`src/rtl/lcpe_pkg.sv`:
```
// Shared types and constants for the Lagrange curve point evaluator.
// Used by lcpe_div and lagrange_curve_point_eval; depends on nothing.
package lcpe_pkg;

  localparam int unsigned CoordW  = 9;
  localparam int unsigned ParamW  = 16;
  localparam int unsigned OutW    = 24;
  localparam int unsigned CountW  = 5;
  localparam int unsigned WeightW = 41;
  localparam int unsigned FracW   = 16;

  localparam logic [CountW-1:0] CountReset = 5'd2;

  localparam logic signed [WeightW-1:0] WeightOne = 41'sd1 <<< 24;

  // Command codes carried in s_axis_tuser
  localparam logic CmdLoad = 1'b0;
  localparam logic CmdEval = 1'b1;

  typedef struct packed {
    logic start;
  } div_ctrl_t;

  typedef struct packed {
    logic busy;
    logic done;
  } div_stat_t;

endpackage

```
`src/rtl/lcpe_div.sv`:
```
// Restoring unsigned divider, one quotient bit per cycle.
// Depends on lcpe_pkg for its control and status structs.
module lcpe_div #(
  parameter int unsigned NumW = 37,
  parameter int unsigned DenW = 20
) (
  input  logic                clk_i,
  input  logic                rst_ni,
  input  lcpe_pkg::div_ctrl_t ctrl_i,
  input  logic [NumW-1:0]     num_i,
  input  logic [DenW-1:0]     den_i,
  output lcpe_pkg::div_stat_t stat_o,
  output logic [NumW-1:0]     quo_o
);

  localparam int unsigned CntW = $clog2(NumW + 1);

  logic [NumW-1:0] num_q, num_d;
  logic [DenW-1:0] den_q;
  logic [DenW:0]   rem_q, rem_d;
  logic [CntW-1:0] cnt_q;
  logic            busy_q, done_q;
  logic [DenW:0]   trial;

  always_comb begin
    trial = {rem_q[DenW-1:0], num_q[NumW-1]};
    num_d = {num_q[NumW-2:0], 1'b0};
    rem_d = trial;
    if (trial >= {1'b0, den_q}) begin
      rem_d    = trial - {1'b0, den_q};
      num_d[0] = 1'b1;
    end
  end

  always_ff @(posedge clk_i or negedge rst_ni) begin
    if (!rst_ni) begin
      busy_q <= 1'b0;
      done_q <= 1'b0;
      cnt_q  <= '0;
    end else begin
      done_q <= 1'b0;
      if (ctrl_i.start && !busy_q) begin
        busy_q <= 1'b1;
        cnt_q  <= CntW'(NumW);
      end else if (busy_q) begin
        cnt_q <= cnt_q - 1'b1;
        if (cnt_q == CntW'(1)) begin
          busy_q <= 1'b0;
          done_q <= 1'b1;
        end
      end
    end
  end

  always_ff @(posedge clk_i) begin
    if (ctrl_i.start && !busy_q) begin
      num_q <= num_i;
      den_q <= den_i;
      rem_q <= '0;
    end else if (busy_q) begin
      num_q <= num_d;
      rem_q <= rem_d;
    end
  end

  assign stat_o.busy = busy_q;
  assign stat_o.done = done_q;
  assign quo_o       = num_q;

endmodule

```
`src/rtl/lagrange_curve_point_eval.sv`:
```
// Lagrange curve point evaluator: top level, sequencer, point store and shared multiplier.
// Depends on lcpe_pkg and instantiates lcpe_div.
//
// Channel   | Dir  | Word                                   | Handshake
// ----------+------+----------------------------------------+-------------------
// s_axis    | in   | load point or evaluate at parameter    | tvalid / tready
// m_axis    | out  | curve point (x, y) and saturation flag | tvalid / tready
// cfg       | in   | point_count register                   | cfg_valid / cfg_ready
//
// A load word is written to the point store while the sequencer stays idle. An
// evaluate word with n points runs n*(n-1) factor divisions on the shared serial
// divider (NumW = 33 + clog2(MAX_POINTS)), each with setup and a weight update on
// the shared multiplier, then multiplies x and y by the weight for each point.
// Reset clears control state only; the point store holds garbage until loaded.
// s_axis_tready is low while an evaluation runs; a finished point waits in the
// output register and stalls the sequencer only if the previous one is untaken.
module lagrange_curve_point_eval #(
  parameter int unsigned MAX_POINTS = 16
) (
  input  logic        clk_i,
  input  logic        rst_ni,
  // config write
  input  logic        cfg_valid,
  output logic        cfg_ready,
  input  logic [4:0]  cfg_data,      // point_count
  // input stream
  input  logic        s_axis_tvalid,
  output logic        s_axis_tready,
  input  logic [39:0] s_axis_tdata,  // point_index[3:0], point_x[12:4], point_y[21:13],
                                     // eval_param[37:22], zero fill[39:38]
  input  logic        s_axis_tuser,  // cmd
  // output stream
  output logic        m_axis_tvalid,
  input  logic        m_axis_tready,
  output logic [47:0] m_axis_tdata,  // curve_x[23:0], curve_y[47:24]
  output logic        m_axis_tuser   // saturated
);

  localparam int unsigned NW   = (MAX_POINTS > 2) ? $clog2(MAX_POINTS) : 1;
  localparam int unsigned CW   = $clog2(MAX_POINTS + 1);
  localparam int unsigned DW   = 18 + NW;            // signed knot distance
  localparam int unsigned DENW = 16 + NW;            // divisor 65535*|i-j|
  localparam int unsigned NUMW = 33 + NW;            // rounded dividend
  localparam int unsigned FW   = 18 + NW;            // signed factor
  localparam int unsigned WW   = lcpe_pkg::WeightW;
  localparam int unsigned PW   = WW + FW;            // multiplier product
  localparam int unsigned SW   = 51 + NW;            // coordinate sums
  localparam int unsigned XW   = lcpe_pkg::CoordW;
  localparam int unsigned OW   = lcpe_pkg::OutW;

  localparam logic signed [PW-1:0] WHi = $signed(PW'(1) << 39);
  localparam logic signed [PW-1:0] WLo = -WHi;
  localparam logic signed [SW-1:0] OHi = $signed(SW'((1 << (OW - 1)) - 1));
  localparam logic signed [SW-1:0] OLo = -OHi - SW'(1);

  typedef enum logic [3:0] {
    StIdle, StNextI, StFact, StDiv, StMulW, StUpdW, StMulX, StMulY, StAccY, StFinal
  } state_e;

  // input unpack
  logic [3:0]             in_idx;
  logic [XW-1:0]          in_x, in_y;
  logic [15:0]            in_par;
  assign in_idx = s_axis_tdata[3:0];
  assign in_x   = s_axis_tdata[12:4];
  assign in_y   = s_axis_tdata[21:13];
  assign in_par = s_axis_tdata[37:22];

  state_e                 state_q;

  logic [lcpe_pkg::CountW-1:0] count_q;
  logic [CW-1:0]          n_q, i_q, j_q;
  logic [15:0]            e_q;
  logic signed [WW-1:0]   w_q;
  logic signed [FW-1:0]   f_q;
  logic signed [PW-1:0]   prod_q;
  logic signed [SW-1:0]   sx_q, sy_q;
  logic [2*XW-1:0]        pt_q;
  logic                   fneg_q;
  logic [2*XW-1:0]        store_q [MAX_POINTS];
  logic                   out_valid_q;
  logic [OW-1:0]          out_x_q, out_y_q;
  logic                   out_sat_q;

  // clamped point count
  logic [CW-1:0]          n_eff;
  always_comb begin
    priority if (32'(count_q) < 32'd2) n_eff = CW'(2);
    else if (32'(count_q) > 32'(MAX_POINTS)) n_eff = CW'(MAX_POINTS);
    else n_eff = CW'(count_q);
  end

  // factor setup: d = (n-1)*e - 65535*j, den = 65535*|i-j|
  logic [DW-1:0]          d_pos, d_jk, d_raw, d_mag;
  logic [CW-1:0]          m_dist;
  logic [DENW-1:0]        den;
  logic [NUMW-1:0]        dividend;
  always_comb begin
    d_pos    = DW'(n_q - CW'(1)) * DW'(e_q);
    d_jk     = (DW'(j_q) << 16) - DW'(j_q);
    d_raw    = d_pos - d_jk;
    d_mag    = d_raw[DW-1] ? (~d_raw + DW'(1)) : d_raw;
    m_dist   = (i_q > j_q) ? (i_q - j_q) : (j_q - i_q);
    den      = (DENW'(m_dist) << 16) - DENW'(m_dist);
    dividend = (NUMW'(d_mag) << 16) + NUMW'(den >> 1);
  end

  lcpe_pkg::div_ctrl_t    div_ctrl;
  lcpe_pkg::div_stat_t    div_stat;
  logic [NUMW-1:0]        div_quo;
  logic [FW-1:0]          quo_t;
  assign quo_t = FW'(div_quo);
  assign div_ctrl.start = (state_q == StFact) && (j_q != n_q) && (j_q != i_q);

  lcpe_div #(.NumW(NUMW), .DenW(DENW)) u_div (
    .clk_i  (clk_i),
    .rst_ni (rst_ni),
    .ctrl_i (div_ctrl),
    .num_i  (dividend),
    .den_i  (den),
    .stat_o (div_stat),
    .quo_o  (div_quo)
  );

  // shared multiplier: weight times factor or coordinate
  logic signed [FW-1:0]   mul_b;
  logic signed [PW-1:0]   mul_p;
  always_comb begin
    unique case (state_q)
      StMulX:  mul_b = $signed(FW'(pt_q[XW-1:0]));
      StMulY:  mul_b = $signed(FW'(pt_q[2*XW-1:XW]));
      default: mul_b = f_q;
    endcase
    mul_p = PW'(w_q) * PW'(mul_b);
  end

  // round half away from zero by 2^16, then clamp the weight
  logic [PW-1:0]          p_mag, p_rq;
  logic signed [PW-1:0]   p_rs, w_next;
  always_comb begin
    p_mag = prod_q[PW-1] ? (~prod_q + PW'(1)) : prod_q;
    p_rq  = (p_mag + PW'(32768)) >> 16;
    p_rs  = prod_q[PW-1] ? -$signed(p_rq) : $signed(p_rq);
    priority if (p_rs > WHi) w_next = WHi;
    else if (p_rs < WLo) w_next = WLo;
    else w_next = p_rs;
  end

  function automatic logic signed [SW-1:0] round_sum(input logic signed [SW-1:0] v);
    logic [SW-1:0] mag;
    logic [SW-1:0] q;
    mag = v[SW-1] ? (~v + SW'(1)) : v;
    q   = (mag + SW'(32768)) >> 16;
    return v[SW-1] ? -$signed(q) : $signed(q);
  endfunction

  logic signed [SW-1:0]   rx, ry, cx, cy;
  logic                   sat;
  always_comb begin
    rx  = round_sum(sx_q);
    ry  = round_sum(sy_q);
    sat = 1'b0;
    cx  = rx;
    cy  = ry;
    if (rx > OHi) begin cx = OHi; sat = 1'b1; end
    if (rx < OLo) begin cx = OLo; sat = 1'b1; end
    if (ry > OHi) begin cy = OHi; sat = 1'b1; end
    if (ry < OLo) begin cy = OLo; sat = 1'b1; end
  end

  logic s_fire, load_ok;
  logic [NW-1:0] widx;
  assign s_fire  = s_axis_tvalid && s_axis_tready;
  assign widx    = NW'(in_idx);
  assign load_ok = 32'(in_idx) < 32'(MAX_POINTS);

  assign s_axis_tready = (state_q == StIdle);
  assign cfg_ready     = 1'b1;

  // sequencer and registered outputs
  always_ff @(posedge clk_i or negedge rst_ni) begin
    if (!rst_ni) begin
      state_q     <= StIdle;
      count_q     <= lcpe_pkg::CountReset;
      out_valid_q <= 1'b0;
      i_q         <= '0;
      j_q         <= '0;
      n_q         <= CW'(2);
    end else begin
      if (cfg_valid) count_q <= cfg_data;
      // raise valid for a finished point, else drop it once taken
      if (state_q == StFinal && (!out_valid_q || m_axis_tready)) out_valid_q <= 1'b1;
      else if (m_axis_tvalid && m_axis_tready) out_valid_q <= 1'b0;
      unique case (state_q)
        StIdle: begin
          if (s_fire && s_axis_tuser == lcpe_pkg::CmdEval) begin
            n_q     <= n_eff;
            i_q     <= '0;
            state_q <= StNextI;
          end
        end
        StNextI: begin
          j_q <= '0;
          if (i_q == n_q) state_q <= StFinal;
          else state_q <= StFact;
        end
        StFact: begin
          if (j_q == n_q) state_q <= StMulX;
          else if (j_q == i_q) j_q <= j_q + CW'(1);
          else state_q <= StDiv;
        end
        StDiv: begin
          if (div_stat.done) state_q <= StMulW;
        end
        StMulW: state_q <= StUpdW;
        StUpdW: begin
          j_q     <= j_q + CW'(1);
          state_q <= StFact;
        end
        StMulX: state_q <= StMulY;
        StMulY: state_q <= StAccY;
        StAccY: begin
          i_q     <= i_q + CW'(1);
          state_q <= StNextI;
        end
        StFinal: begin
          // hold until the previous point is taken
          if (!out_valid_q || m_axis_tready) state_q <= StIdle;
        end
        default: state_q <= StIdle;
      endcase
    end
  end

  // datapath registers
  always_ff @(posedge clk_i) begin
    if (state_q == StIdle && s_fire) begin
      e_q  <= in_par;
      sx_q <= '0;
      sy_q <= '0;
    end
    if (state_q == StNextI && i_q != n_q) begin
      pt_q <= store_q[i_q[NW-1:0]];
      w_q  <= lcpe_pkg::WeightOne;
    end
    if (div_ctrl.start) fneg_q <= d_raw[DW-1] ^ (i_q < j_q);
    if (state_q == StDiv && div_stat.done)
      f_q <= fneg_q ? -$signed(quo_t) : $signed(quo_t);
    if (state_q == StMulW || state_q == StMulX || state_q == StMulY) prod_q <= mul_p;
    if (state_q == StUpdW) w_q <= WW'(w_next);
    if (state_q == StMulY) sx_q <= sx_q + SW'(prod_q);
    if (state_q == StAccY) sy_q <= sy_q + SW'(prod_q);
    if (state_q == StFinal && (!out_valid_q || m_axis_tready)) begin
      out_x_q   <= OW'(cx);
      out_y_q   <= OW'(cy);
      out_sat_q <= sat;
    end
  end

  // point store: written by load words
  always_ff @(posedge clk_i) begin
    if (s_fire && s_axis_tuser == lcpe_pkg::CmdLoad && load_ok)
      store_q[widx] <= {in_y, in_x};
  end

  assign m_axis_tvalid = out_valid_q;
  assign m_axis_tdata  = {out_y_q, out_x_q};
  assign m_axis_tuser  = out_sat_q;

endmodule

```
`config.mk`:
```
export PLATFORM = sky130hd
export DESIGN_NAME = lagrange_curve_point_eval
export DESIGN_NICKNAME = d
export VERILOG_FILES = /design/src/rtl/lcpe_pkg.sv /design/src/rtl/lcpe_div.sv /design/src/rtl/lagrange_curve_point_eval.sv
export SDC_FILE = /design/constraint.sdc
export NUM_CORES = 2
export LEC_CHECK = 0
export ABC_AREA = 1
export BUFFER_PORTS_ARGS = -buffer_cell sky130_fd_sc_hd__buf_2
export CORE_MARGIN = 4
export CORE_UTILIZATION = 55
export DETAILED_ROUTE_END_ITERATION = 6
export PLACE_DENSITY = 0.71
export SLEW_MARGIN = 0
export SYNTH_ARGS = -nofsm -noshare
export SYNTH_HDL_FRONTEND = slang
export SYNTH_HIERARCHICAL = 1
export SYNTH_SLANG_ARGS = --single-unit
export TNS_END_PERCENT = 100
```
`constraint.sdc`:
```
create_clock -name clk_i -period 11.36 [get_ports clk_i]
set_clock_uncertainty 0.05 [all_clocks]
set_input_delay 2.272 -clock clk_i [delete_from_list [all_inputs] [get_ports clk_i]]
set_output_delay 2.272 -clock clk_i [all_outputs]
set_load 0.05 [all_outputs]
```
==> flow_summary.ini <==
[status]
status = finished with violations
violations = design-rule violations

[sta]
hold_slack_ns = 0.422
rsz0062_at_grt = no
slew-limit-headroom_pct = 21.3
finalSetupViolations = 0
final.min_clock_period_ns = 10.60
tightest_slew_ns = 1.18
finalCritPeriodShare_pct = 93.3
hold_violations = 0
slew_viol_final = 0
fmax_ghz = 0.0943
tns_ns = 0

[yosys]
syn_area_um2 = 84400
synthCells = 10951
syn_area_per_cell_um2 = 7.71
synthesis.nets = 12342
yosysWarnings = 6

[final_layout]
drive_gt1_share_pct = 6.25
fin_cells = 13045
fillers = 13958
layout.nets = 12337
syn2layout_area_growth_pct = 6.60

[global_routing]
grt_pass1_wl_mm = 400
antenna_found_initial = 7
grt_use_total_pct = 32.3
overflow = 0
grt_pass1_vias = 72299
grt_max_degree = 93

[clock_tree]
clock_latency_ns = 0.70
cts_tree = built
htreeDepth = 3
cts_resized = 0
hold_buffers = 0
clockBufferDepth = 3
cts.sinks = 718
clockRootBuffer = clkbuf_16
cts_buffers = 82
clkTransAtPathRegs_ns = 0.06
post_cts_buffers = 0

[routing]
drc_errors = 1
vias_per_cell = 5.62
wl_per_cell_um = 19.7
vias = 73265
ant_nets = 0
totalWireLength_mm = 257
drt_pass1_iterations = 7
drtIter0Drc = 6594

[placement]
numPlacedInstances = 12892
hpwl_mm = 200
gp_congestion = 0.982
io_buffer_count = 99

[setup_path]
worst_setup_path_end_kind = register
path_common_cell = inv_1
slowest_delay_ns = 0.67
critPathLaunchType = register
crit_required_ns = 11.73
critPathKind = reg -> reg
cp_max_fo = 27
regToRegSetupSlack_ns = 0.76
crit_slowest_cell = nor2_1
worst_ep_arrival_time_ns = 10.97
cp_top_family = adder cells
critPathBufInv = 10

[die]
row_count = 143
dieHeight_um = 400
fp.dieW_um = 400
core_area_um2 = 152000
start_util_pct = 55.4
ioPinCount = 103
fp.dieArea_um2 = 160000

[min_path]
hold_class = reg -> reg

[run]
drv_cap = 0
tightest hold or removal path: cells and delay by family (launching register included):
kind             cells  cell delay (ns)
DFF                  1             0.32
and+or+nand+nor      2             0.11
final timing paths:
kind / from / end / depth (start not counted)
max: state_q[2]$_DFFE_PN0P_ / prod_q[61]$_DFFE_PP_ / 34
min: u_div/rem_q[19]$_SDFFE_PP0P_ / u_div/rem_q[19]$_SDFFE_PP0P_ / 2
max reg2reg: state_q[2]$_DFFE_PN0P_ / prod_q[61]$_DFFE_PP_ / 34
min reg2reg: u_div/rem_q[19]$_SDFFE_PP0P_ / u_div/rem_q[19]$_SDFFE_PP0P_ / 2
max in group asynchronous: rst_ni / i_q[0]$_DFFE_PN0P_ / 1
min in group asynchronous: rst_ni / count_q[0]$_DFFE_PN0P_ / 1
placed cells by master, fill, tap and decap left out, types with 43 or more instances in the layout:
| master | n |
|---|---|
| a21oi_1 | 447 |
| a31oi_1 | 53 |
| buf_2 | 99 |
| buf_4 | 114 |
| clkbuf_16 | 82 |
| edfxtp_1 | 665 |
| fa_1 | 954 |
| ha_1 | 386 |
| inv_1 | 1883 |
| nand2_1 | 2895 |
| nand2_2 | 96 |
| nand3_1 | 531 |
| nand3b_1 | 62 |
| nand4_1 | 91 |
| nor2_1 | 1325 |
| nor2_2 | 91 |
| nor2_4 | 47 |
| nor3_1 | 76 |
| o21a_1 | 43 |
| o21ai_0 | 368 |
| o22ai_1 | 45 |
| xnor2_1 | 71 |
| xor2_1 | 156 |
cell type report:
cell class | count | area, µm² | area share, %
diodes | 2 | 5.00 | 0.00556
clock buffers | 98 | 2120 | 2.36
clock inverters | 53 | 704 | 0.783
inverters | 1939 | 7280 | 8.10
multi-input cells | 7992 | 54700 | 60.9
flip-flops and latches | 718 | 21200 | 23.6
well taps | 2030 | 2540 | 2.82
repair buffers | 213 | 1350 | 1.50
metrics by stage:
step	instance area, µm²	util, %	setup WS, ns
floorplan	84400	-	2.69
global placement	87100	57.2	1.04
detailed placement	87100	57.2	0.933
CTS	89900	59.1	0.872
global route	89900	59.1	0.172
finish	90000	59.1	0.760
registers in the layout (all words and copies together), names as in the netlist, 16 cells and up:
name / cells
store_q: 288
prod_q: 63
sx_q: 55
sy_q: 55
w_q: 41
u_div/quo_o: 37
out_x_q: 24
out_y_q: 24
f_q: 22
u_div/den_q: 20
u_div/rem_q: 20
pt_q: 18
e_q: 16
metal layers:
layer  GRT usage [%]  vias up  wire, µm
met5               0        -        43
met1            43.0    35111    104000
met3            6.14      614     23500
li1                -    34274         -
met2            52.5     3258    118000
met4            12.2        8     11800
Power is left out: the tool's default activity adds up to more than one toggle a clock period on the data nets, which glitch-free logic cannot reach.
